`src/rtl/core/acl_pkg.sv`:
```
`default_nettype none

package acl_pkg;

  localparam int MAX_RULES_DEF = 16;
  localparam int ADDR_W        = 32;
  localparam int PLEN_W        = 6;
  localparam int CMD_W         = 2;
  localparam int STAT_W        = 2;

  // command codes
  localparam logic [CMD_W-1:0] CMD_CLEAR = 2'd0;
  localparam logic [CMD_W-1:0] CMD_ADD   = 2'd1;
  localparam logic [CMD_W-1:0] CMD_CHECK = 2'd2;

  // status codes
  localparam logic [STAT_W-1:0] STAT_OK       = 2'd0;
  localparam logic [STAT_W-1:0] STAT_FULL     = 2'd1;
  localparam logic [STAT_W-1:0] STAT_BAD_PLEN = 2'd2;

  localparam logic [PLEN_W-1:0] PLEN_MAX = PLEN_W'(ADDR_W);

  // one stored rule
  typedef struct packed {
    logic [ADDR_W-1:0] addr;
    logic [ADDR_W-1:0] mask;
    logic              deny;
  } entry_t;

  // query token walking down the cell row
  typedef struct packed {
    logic              vld;
    logic [ADDR_W-1:0] addr;
    logic              found;
    logic              allow;
  } tok_t;

  // prefix length 0..32 to network mask, 0 gives an all-zero mask
  function automatic logic [ADDR_W-1:0] prefix_mask(input logic [PLEN_W-1:0] plen);
    logic [ADDR_W-1:0] ones;
    ones = '1;
    return ~(ones >> plen);
  endfunction

endpackage

`default_nettype wire

```
`src/rtl/core/acl_cell.sv`:
```
`default_nettype none

module acl_cell (
  input  wire              clk,
  input  wire              rst,
  input  wire              shift_en,
  input  wire              used,
  input  acl_pkg::entry_t  ent_in,
  output acl_pkg::entry_t  ent_out,
  input  acl_pkg::tok_t    tok_in,
  output acl_pkg::tok_t    tok_out
);

  acl_pkg::entry_t ent;
  acl_pkg::tok_t   tok;
  acl_pkg::tok_t   tok_next;

  // first hit wins; later cells hold older rules
  always_comb begin
    tok_next = tok_in;
    if (tok_in.vld && used && !tok_in.found &&
        ((tok_in.addr & ent.mask) == ent.addr)) begin
      tok_next.found = 1'b1;
      tok_next.allow = ~ent.deny;
    end
  end

  always_ff @(posedge clk) begin
    if (shift_en) begin
      ent <= ent_in;
    end
  end

  always_ff @(posedge clk) begin
    if (rst) begin
      tok <= '0;
    end else begin
      tok <= tok_next;
    end
  end

  assign ent_out = ent;
  assign tok_out = tok;

endmodule

`default_nettype wire

```
`src/rtl/core/ipv4_acl_first_match.sv`:
```
`default_nettype none

// channel  direction  handshake           payload
// in       to block   in_valid/in_stall   cmd, rule_addr, prefix_len, deny_rule, query_addr
// out      from block out_valid/out_stall allowed, matched, status
//
// clear, add, unused commands, empty-table check: result in the cycle after the transfer
// check on a non-empty table: result once the token has walked
//   the row of MAX_RULES rule cells, one cell per cycle
// rst (synchronous) empties the table and drops any result in flight
// a waiting result that is stalled blocks new input transfers

module ipv4_acl_first_match #(
  parameter int MAX_RULES = acl_pkg::MAX_RULES_DEF
) (
  input  wire                          clk,
  input  wire                          rst,
  input  wire                          in_valid,
  output logic                         in_stall,
  input  wire  [acl_pkg::CMD_W-1:0]    cmd,
  input  wire  [acl_pkg::ADDR_W-1:0]   rule_addr,
  input  wire  [acl_pkg::PLEN_W-1:0]   prefix_len,
  input  wire                          deny_rule,
  input  wire  [acl_pkg::ADDR_W-1:0]   query_addr,
  output logic                         out_valid,
  input  wire                          out_stall,
  output logic                         allowed,
  output logic                         matched,
  output logic [acl_pkg::STAT_W-1:0]   status
);

  localparam int CNT_W = $clog2(MAX_RULES + 1);

  typedef enum logic {
    S_IDLE,
    S_WALK
  } state_t;

  state_t            state;
  logic [CNT_W-1:0]  count;
  logic              in_xfer;
  logic              out_free;
  logic              bad_plen;
  logic              full;
  logic              shift_en;
  logic [MAX_RULES-1:0] used;

  acl_pkg::entry_t   new_ent;
  acl_pkg::tok_t     tok_head;
  acl_pkg::entry_t   ent_chain [MAX_RULES];
  acl_pkg::tok_t     tok_chain [MAX_RULES];
  acl_pkg::tok_t     tok_last;

  // output slot is free if empty or being taken this cycle
  assign out_free = !out_valid || !out_stall;
  assign in_stall = (state == S_WALK) || !out_free;
  assign in_xfer  = in_valid && !in_stall;

  assign bad_plen = prefix_len > acl_pkg::PLEN_MAX;
  assign full     = count == CNT_W'(MAX_RULES);

  // add pushes the new rule into cell 0 and every rule one cell down
  assign shift_en = in_xfer && (cmd == acl_pkg::CMD_ADD) && !bad_plen && !full;

  always_comb begin
    new_ent.mask = acl_pkg::prefix_mask(prefix_len);
    new_ent.addr = rule_addr & new_ent.mask;
    new_ent.deny = deny_rule;
  end

  // a check on a non-empty table injects a token at cell 0
  always_comb begin
    tok_head.vld   = in_xfer && (cmd == acl_pkg::CMD_CHECK) && (count != '0);
    tok_head.addr  = query_addr;
    tok_head.found = 1'b0;
    tok_head.allow = 1'b0;
  end

  // cell 0 holds the newest rule, cells at count and beyond are empty
  for (genvar i = 0; i < MAX_RULES; i++) begin : g_cell
    assign used[i] = CNT_W'(i) < count;

    if (i == 0) begin : g_first
      acl_cell u_cell (
        .clk      (clk),
        .rst      (rst),
        .shift_en (shift_en),
        .used     (used[i]),
        .ent_in   (new_ent),
        .ent_out  (ent_chain[i]),
        .tok_in   (tok_head),
        .tok_out  (tok_chain[i])
      );
    end else begin : g_rest
      acl_cell u_cell (
        .clk      (clk),
        .rst      (rst),
        .shift_en (shift_en),
        .used     (used[i]),
        .ent_in   (ent_chain[i-1]),
        .ent_out  (ent_chain[i]),
        .tok_in   (tok_chain[i-1]),
        .tok_out  (tok_chain[i])
      );
    end
  end

  assign tok_last = tok_chain[MAX_RULES-1];

  always_ff @(posedge clk) begin
    if (rst) begin
      state     <= S_IDLE;
      count     <= '0;
      out_valid <= 1'b0;
      allowed   <= 1'b0;
      matched   <= 1'b0;
      status    <= acl_pkg::STAT_OK;
    end else begin
      case (state)
        S_IDLE: begin
          if (in_xfer) begin
            // a check on a non-empty table answers only after the walk
            out_valid <= !((cmd == acl_pkg::CMD_CHECK) && (count != '0));
            // empty table lets everything through
            allowed   <= (cmd == acl_pkg::CMD_CHECK) && (count == '0);
            matched   <= 1'b0;
            case (cmd)
              acl_pkg::CMD_CLEAR: begin
                status <= acl_pkg::STAT_OK;
                count  <= '0;
              end
              acl_pkg::CMD_ADD: begin
                if (bad_plen) begin
                  status <= acl_pkg::STAT_BAD_PLEN;
                end else if (full) begin
                  status <= acl_pkg::STAT_FULL;
                end else begin
                  status <= acl_pkg::STAT_OK;
                  count  <= count + CNT_W'(1);
                end
              end
              acl_pkg::CMD_CHECK: begin
                status <= acl_pkg::STAT_OK;
                if (count != '0) begin
                  state <= S_WALK;
                end
              end
              default: begin
                status <= acl_pkg::STAT_OK;
              end
            endcase
          end else if (out_valid && !out_stall) begin
            out_valid <= 1'b0;
          end
        end
        S_WALK: begin
          // token leaves the last cell; no match means deny
          // out_valid stays low for the whole walk
          if (tok_last.vld) begin
            out_valid <= 1'b1;
            allowed   <= tok_last.found & tok_last.allow;
            matched   <= tok_last.found;
            status    <= acl_pkg::STAT_OK;
            state     <= S_IDLE;
          end
        end
        default: begin
          state <= S_IDLE;
        end
      endcase
    end
  end

endmodule

`default_nettype wire

```
`config.mk`:
```
export PLATFORM = sky130hd
export DESIGN_NAME = ipv4_acl_first_match
export DESIGN_NICKNAME = d
export VERILOG_FILES = /design/src/rtl/core/acl_pkg.sv /design/src/rtl/core/acl_cell.sv /design/src/rtl/core/ipv4_acl_first_match.sv
export SDC_FILE = /design/constraint.sdc
export NUM_CORES = 2
export LEC_CHECK = 0
export ABC_CLOCK_PERIOD_IN_PS = 58400
export BUFFER_PORTS_ARGS = -buffer_cell sky130_fd_sc_hd__buf_2
export CAP_MARGIN = 5
export CORE_ASPECT_RATIO = 1.5
export CORE_MARGIN = 8
export CORE_UTILIZATION = 57
export DETAILED_ROUTE_END_ITERATION = 8
export PLACE_DENSITY = 0.73
export SLEW_MARGIN = 20
export SYNTH_ARGS = -nofsm -noshare
export SYNTH_HDL_FRONTEND = slang
export SYNTH_SLANG_ARGS = --single-unit
```
`constraint.sdc`:
```
create_clock -name clk -period 58.4 [get_ports clk]
set_input_delay 2.92 -clock clk [delete_from_list [all_inputs] [get_ports clk]]
set_output_delay 2.92 -clock clk [all_outputs]
set_load 0.05 [all_outputs]
```
# --- Yosys cells after proc, flatten, opt, wreduce, memory -nomap -nowiden ---
# Cells that the tools add are included.
totals:
  word_cells: 325
  reg_bits: 1579
  output_inout_bits: 6
classes:
  bitwise_logic: 37
  n_eq_ne: 24
  shifts: 1
  addsub: 1
  reduce_logical: 88
  n_mux: 40
  magnitude_cmp: 17
ops:
  columns: ["cell", "n"]
  rows:
  - ["32-bit AND", 17]
  - ["32-bit equality test", 16]
  - ["1-bit logical AND", 56]
  - ["4-bit by 5-bit < comparator with 1-bit output, first input constant", 8]
  - ["2-bit 2-to-1 mux", 20]
  - ["32-bit inverter", 1]
  - ["32-bit by 6-bit >> shifter with 32-bit output, first input constant", 1]
  - ["1-bit zero test", 22]
  - ["3-bit by 5-bit < comparator with 1-bit output, first input constant", 4]
  - ["1-bit inverter", 18]
  - ["1-bit 2-to-1 mux", 12]
  - ["1-bit by 5-bit < comparator with 1-bit output, first input constant", 2]
  - ["2-bit by 5-bit < comparator with 1-bit output, first input constant", 2]
  - ["5-bit 2-to-1 mux", 2]
  - ["5-bit one-hot mux with 2 select lines", 1]
  - ["1-bit one-hot mux with 2 select lines", 4]
  - ["6-bit greater-than comparator, second input constant", 1]
  - ["2-bit != test, second input constant", 3]
  - ["5-bit by 1-bit adder with 5-bit output, second input constant", 1]
  - ["5-bit equality test, second input constant", 1]
  - ["5-bit zero test", 1]
  - ["5-bit AND reduction", 1]
  - ["5-bit nonzero test", 1]
  - ["2-bit one-hot mux with 2 select lines", 1]
  - ["10 further kinds", 12]

# --- Longest topological paths before layout ---
depth:
  depth_word: 12
  depth_mapped: 8
  depth_no_buf: 8

# --- Hierarchy ---
# A second synthesis with hierarchy kept.
unflattened:
  hier_cells: 3664
  hier_area_um2: 55244.2
modules_own_cells:
  columns: ["module", "seq_area_each_um2", "area_each_um2", "cells_each", "instances"]
  rows:
  - ["acl_cell", 2652.5, 3375.7, 217, 16]
  - ["ipv4_acl_first_match", 220.2, 1232.4, 192, 1]

# --- Least setup slack after synthesis ---
# Ideal clock, no wire load.
synth_path:
  kind: "input-to-reg"
  start: "input prefix_len[0] (netlist name)"
  end: "register g_cell[0].g_first.u_cell.ent (netlist bit g_cell[0].g_first.u_cell.ent_out[0]), enable pin"
  t_required_ns: 55.920
  stages: 5
  slack_ns: 8.886
  arrival_ns: 47.033
  cell_sequence: "or2_2 o31a_1 o21ai_0 nand2_1 nor2_1"
synth_between:
  elab_chain_cells: 4
synth_rtl:
  columns: ["element", "line", "rtl"]
  rows:
  - ["from (decl)", "ipv4_acl_first_match.sv:22", "input wire [acl_pkg::PLEN_W-1:0] prefix_len,"]
  - ["6-bit greater-than comparator", "ipv4_acl_first_match.sv:59", "assign bad_plen = prefix_len > acl_pkg::PLEN_MAX;"]
  - ["1-bit zero test", "ipv4_acl_first_match.sv:63", "assign shift_en = in_xfer && (cmd == acl_pkg::CMD_ADD) && !bad_plen && !full;"]
  - ["1-bit logical AND (2 in series)", "ipv4_acl_first_match.sv:63", null]
  - ["via g_cell[0].g_first.u_cell.shift_en", "acl_cell.sv:6", "input wire shift_en,"]
  - ["to (signal assigned)", "acl_cell.sv:30", "ent <= ent_in;"]
  - ["to (decl)", "acl_cell.sv:14", "acl_pkg::entry_t ent;"]
# The timed path passes the listed nets, and every way through them passes these cells.
# A chain may end at the register's enable or synchronous reset.

# --- Worst setup path in the final report ---
layout_path:
  start: "input prefix_len[1] (netlist name)"
  end: "register g_cell[1].g_rest.u_cell.ent (netlist bit g_cell[1].g_rest.u_cell.ent_out[61]), enable pin"
layout_between:
  elab_chain_cells: 4
layout_rtl:
  columns: ["element", "line"]
  rows:
  - ["6-bit greater-than comparator", "ipv4_acl_first_match.sv:59"]
  - ["1-bit zero test", "ipv4_acl_first_match.sv:63"]
  - ["1-bit logical AND (2 in series)", "ipv4_acl_first_match.sv:63"]
  - ["via g_cell[0].g_first.u_cell.shift_en", "acl_cell.sv:6"]
  - ["to (signal assigned)", "acl_cell.sv:30"]
  - ["to (decl)", "acl_cell.sv:14"]
# The timed path passes the listed nets, and every way through them passes these cells.

==> metrics <==
DP Area 56,800 um2; CTS Buffer Depth 3; number of buffers added by the clock tree synthesis step 138; TritonCTS clock tree done; top library cells by usage in the layout, fill and taps aside 1,040 x edfxtp_1, 539 x dfxtp_1, 505 x nor2b_1; Total Routed Length roughly 110,000 um; Post-route DRC 0; share of layout cells above drive strength 1 under 10%; Site Rows approximately 140; most common cell type on the critical path buf_4; outcome finished clean; wire length of the first global-routing pass roughly 160,000 um; number of global-route vias before repair 28,338; Sink Count roughly 1,600; detailed-routing iteration count for the pre-antenna-repair pass 6; area grow syn2layout 12.1%; clock latency on the worst-skew pair 730 ps; Tmin final roughly 8000 ps; flop and latch count out of synthesis 1,579; total number of vias between 20,000 and 30,000; die height 396 um; ordered cell list for the critical path buf_2 -> or2_2 -> o31a_1 -> o21ai_0 -> nand2_1 -> nor2_4 -> buf_4 -> buf_4 -> buf_12 -> buf_4; instance count of the mapped netlist roughly 3,700; io pins between 80 and 90; final design area excluding fillers 61,500 um2; clk_skew ~27 ps; Worst path max stage delay between 900 and 1000 ps; EDFF count, synth 1,040; number of nets with antenna violations after routing 0; die width 269 um; All-Layer GR Usage 20.9%; period utilization 13.7%; Iteration-0 DRC Markers around 1,600; Vias per Instance 5.22; data arrival at the endpoint of the critical path roughly 8400 ps; power consumption around 2200 uW; Fin Setup TNS 0 ps; number of antenna violations at the first check in global routing 2; mean cell area of the mapped netlist between 10 and 15 um2; Power Density between 30 and 40 nW/um2; slew at the pin closest to its max-slew limit 1070 ps; endpoint kind of the worst setup timing path flip-flop; crit start category input port; area enclosed by the die boundary roughly 110,000 um2; Pins Over Slew Limit 0; maximum number of pins on one net before global-route repair around 180; core area 95,700 um2; # port buffers approximately 80; starting density of the core about 57%; most common cell after layout, fill and taps aside edfxtp_1; max frequency ~120 MHz; number of nets at the end of the flow slightly below 4,000; total number of yosys warnings 0; syn_nets between 3,000 and 4,000; worst min path class reg -> reg; relative max-transition margin between 20 and 30%; predominant post-synthesis flop cell edfxtp_1; start-to-end type of the worst setup path in -> reg; clock edge transition at the registers on the reported setup and hold paths ~60 ps; fin worst setup slack 50,370 ps; maximum fanout encountered on the critical timing path 181; hold buffers post-CTS 0; antenna diode instance count 0; CTS H-tree lvls 4; clock root buffer clkbuf_16; wire length per cell after detailed routing about 22 um; endpoint required time on the critical path slightly below 60,000 ps; unrepaired setup endpoints after global routing no; standby leakage power between 0.02 and 0.025 uW; Yosys cell types 66; max_cap viols 0; Max rail drop VDD 0.0294 mV; final weighted congestion in routability-driven placement 0.939; Cell Area, Synth roughly 55,000 um2; total overflow reported by the global router 0; HPWL after DPL between 80,000 and 90,000 um; worst slack, placed ~50,000 ps; worst-path cell with the longest stage delay buf_4; postcts setup bufs 0; final-report setup violation count 0; sequential element share of the synthesized area about three quarters; final-report hold violation count 0; proportion of synthesized flip-flops having asynchronous set or reset 0%; CTS-repair resized insts 0
==> Yosys cell counts (40+ instances only) <==
cell type	number	share of area [%]
edfxtp_1	1040	57
nor2b_1	505	5.8
nand3_1	50	0.46
nor4_1	48	0.55
nand2_1	393	2.7
nor2_1	40	0.27
and3_1	90	1.0
dfxtp_1	539	20
clkbuf_1	64	0.44
a21oi_1	120	1.1
xor2_1	178	2.8
nand4_1	60	0.68
xnor2_1	177	2.8
==> logic make-up (layout without fill, tap and decap cells) <==
group	after synthesis	in the layout	synth area share, %
flops	1579	1579	76.6
fa+ha+maj	2	2	0.0456
buf+inv	92	383	0.654
compound gates	326	326	3.96
xor+xnor	355	355	5.67
mux	2	2	0.0365
simple gates	1308	1308	13.1
==> registers in the layout, summed over array words and instances, names as in the netlist <==
name                           flops
g_cell.g_first.u_cell.tok_out     35
status                             2
state                              1
out_valid                          1
allowed                            1
g_cell.g_first.u_cell.ent_out     65
g_cell.g_rest.u_cell.ent_out     975
count                              5
matched                            1
g_cell.g_rest.u_cell.tok_out     493
==> per-stage QoR <==
step | cells | hold WS [ps] | utilization [%]
after floorplan | 3664 | 405 | -
after global placement | 4968 | 420 | 59.4
after detailed placement | 4968 | 432 | 59.4
after CTS | 5224 | 435 | 64.3
after global routing | 5224 | 448 | 64.3
final | 5224 | 437 | 64.3
==> area by class of cell <==
class	instances	area [um2]
flip-flops and latches	1579	42000
clock inverters	55	674
fillers	6836	34100
clock buffers	201	4050
repair buffers	104	606
multi-input cells	1993	12500
well taps	1269	1590
inverters	23	86.3
==> worst paths after layout <==
check | start | endpoint | slack [ps] | depth (start not counted)
worst max-delay path | prefix_len[1] | g_cell[1].g_rest.u_cell.ent_out[61] | 50370 | 10
worst min-delay path | g_cell[3].g_rest.u_cell.ent_out[11] | g_cell[4].g_rest.u_cell.ent_out[11] | 440 | 0
worst max register to register | count[1] | g_cell[1].g_rest.u_cell.ent_out[61] | 52370 | 10
worst min register to register | g_cell[3].g_rest.u_cell.ent_out[11] | g_cell[4].g_rest.u_cell.ent_out[11] | 440 | 0
==> power breakdown <==
group / total [uW] / switching [uW] / leakage, uW / internal (uW)
clock: 934 / 384 / 0.00232 / 550
sequential: 1210 / 8.01 / 0.0138 / 1200
combinational: 36.8 / 26.1 / 0.00473 / 10.6
==> routing by layer <==
layer  vias to the layer above  wire [um]  part of all wire [%]  GRT usage, %
li1                      13426          -                     -             -
met2                       596      64800                    57          41.9
met5                         -          0                     0             0
met3                       309       3380                   3.0          3.40
met1                     12926      33100                    29          16.5
met4                         0      11800                    10          18.9
==> critical path, delay by kind of cell <==
kind            cells  cell delay (ps)
compound gates      2              980
buf+inv             5             3440
simple gates        3              690
Power figures use the tool's default switching activity.
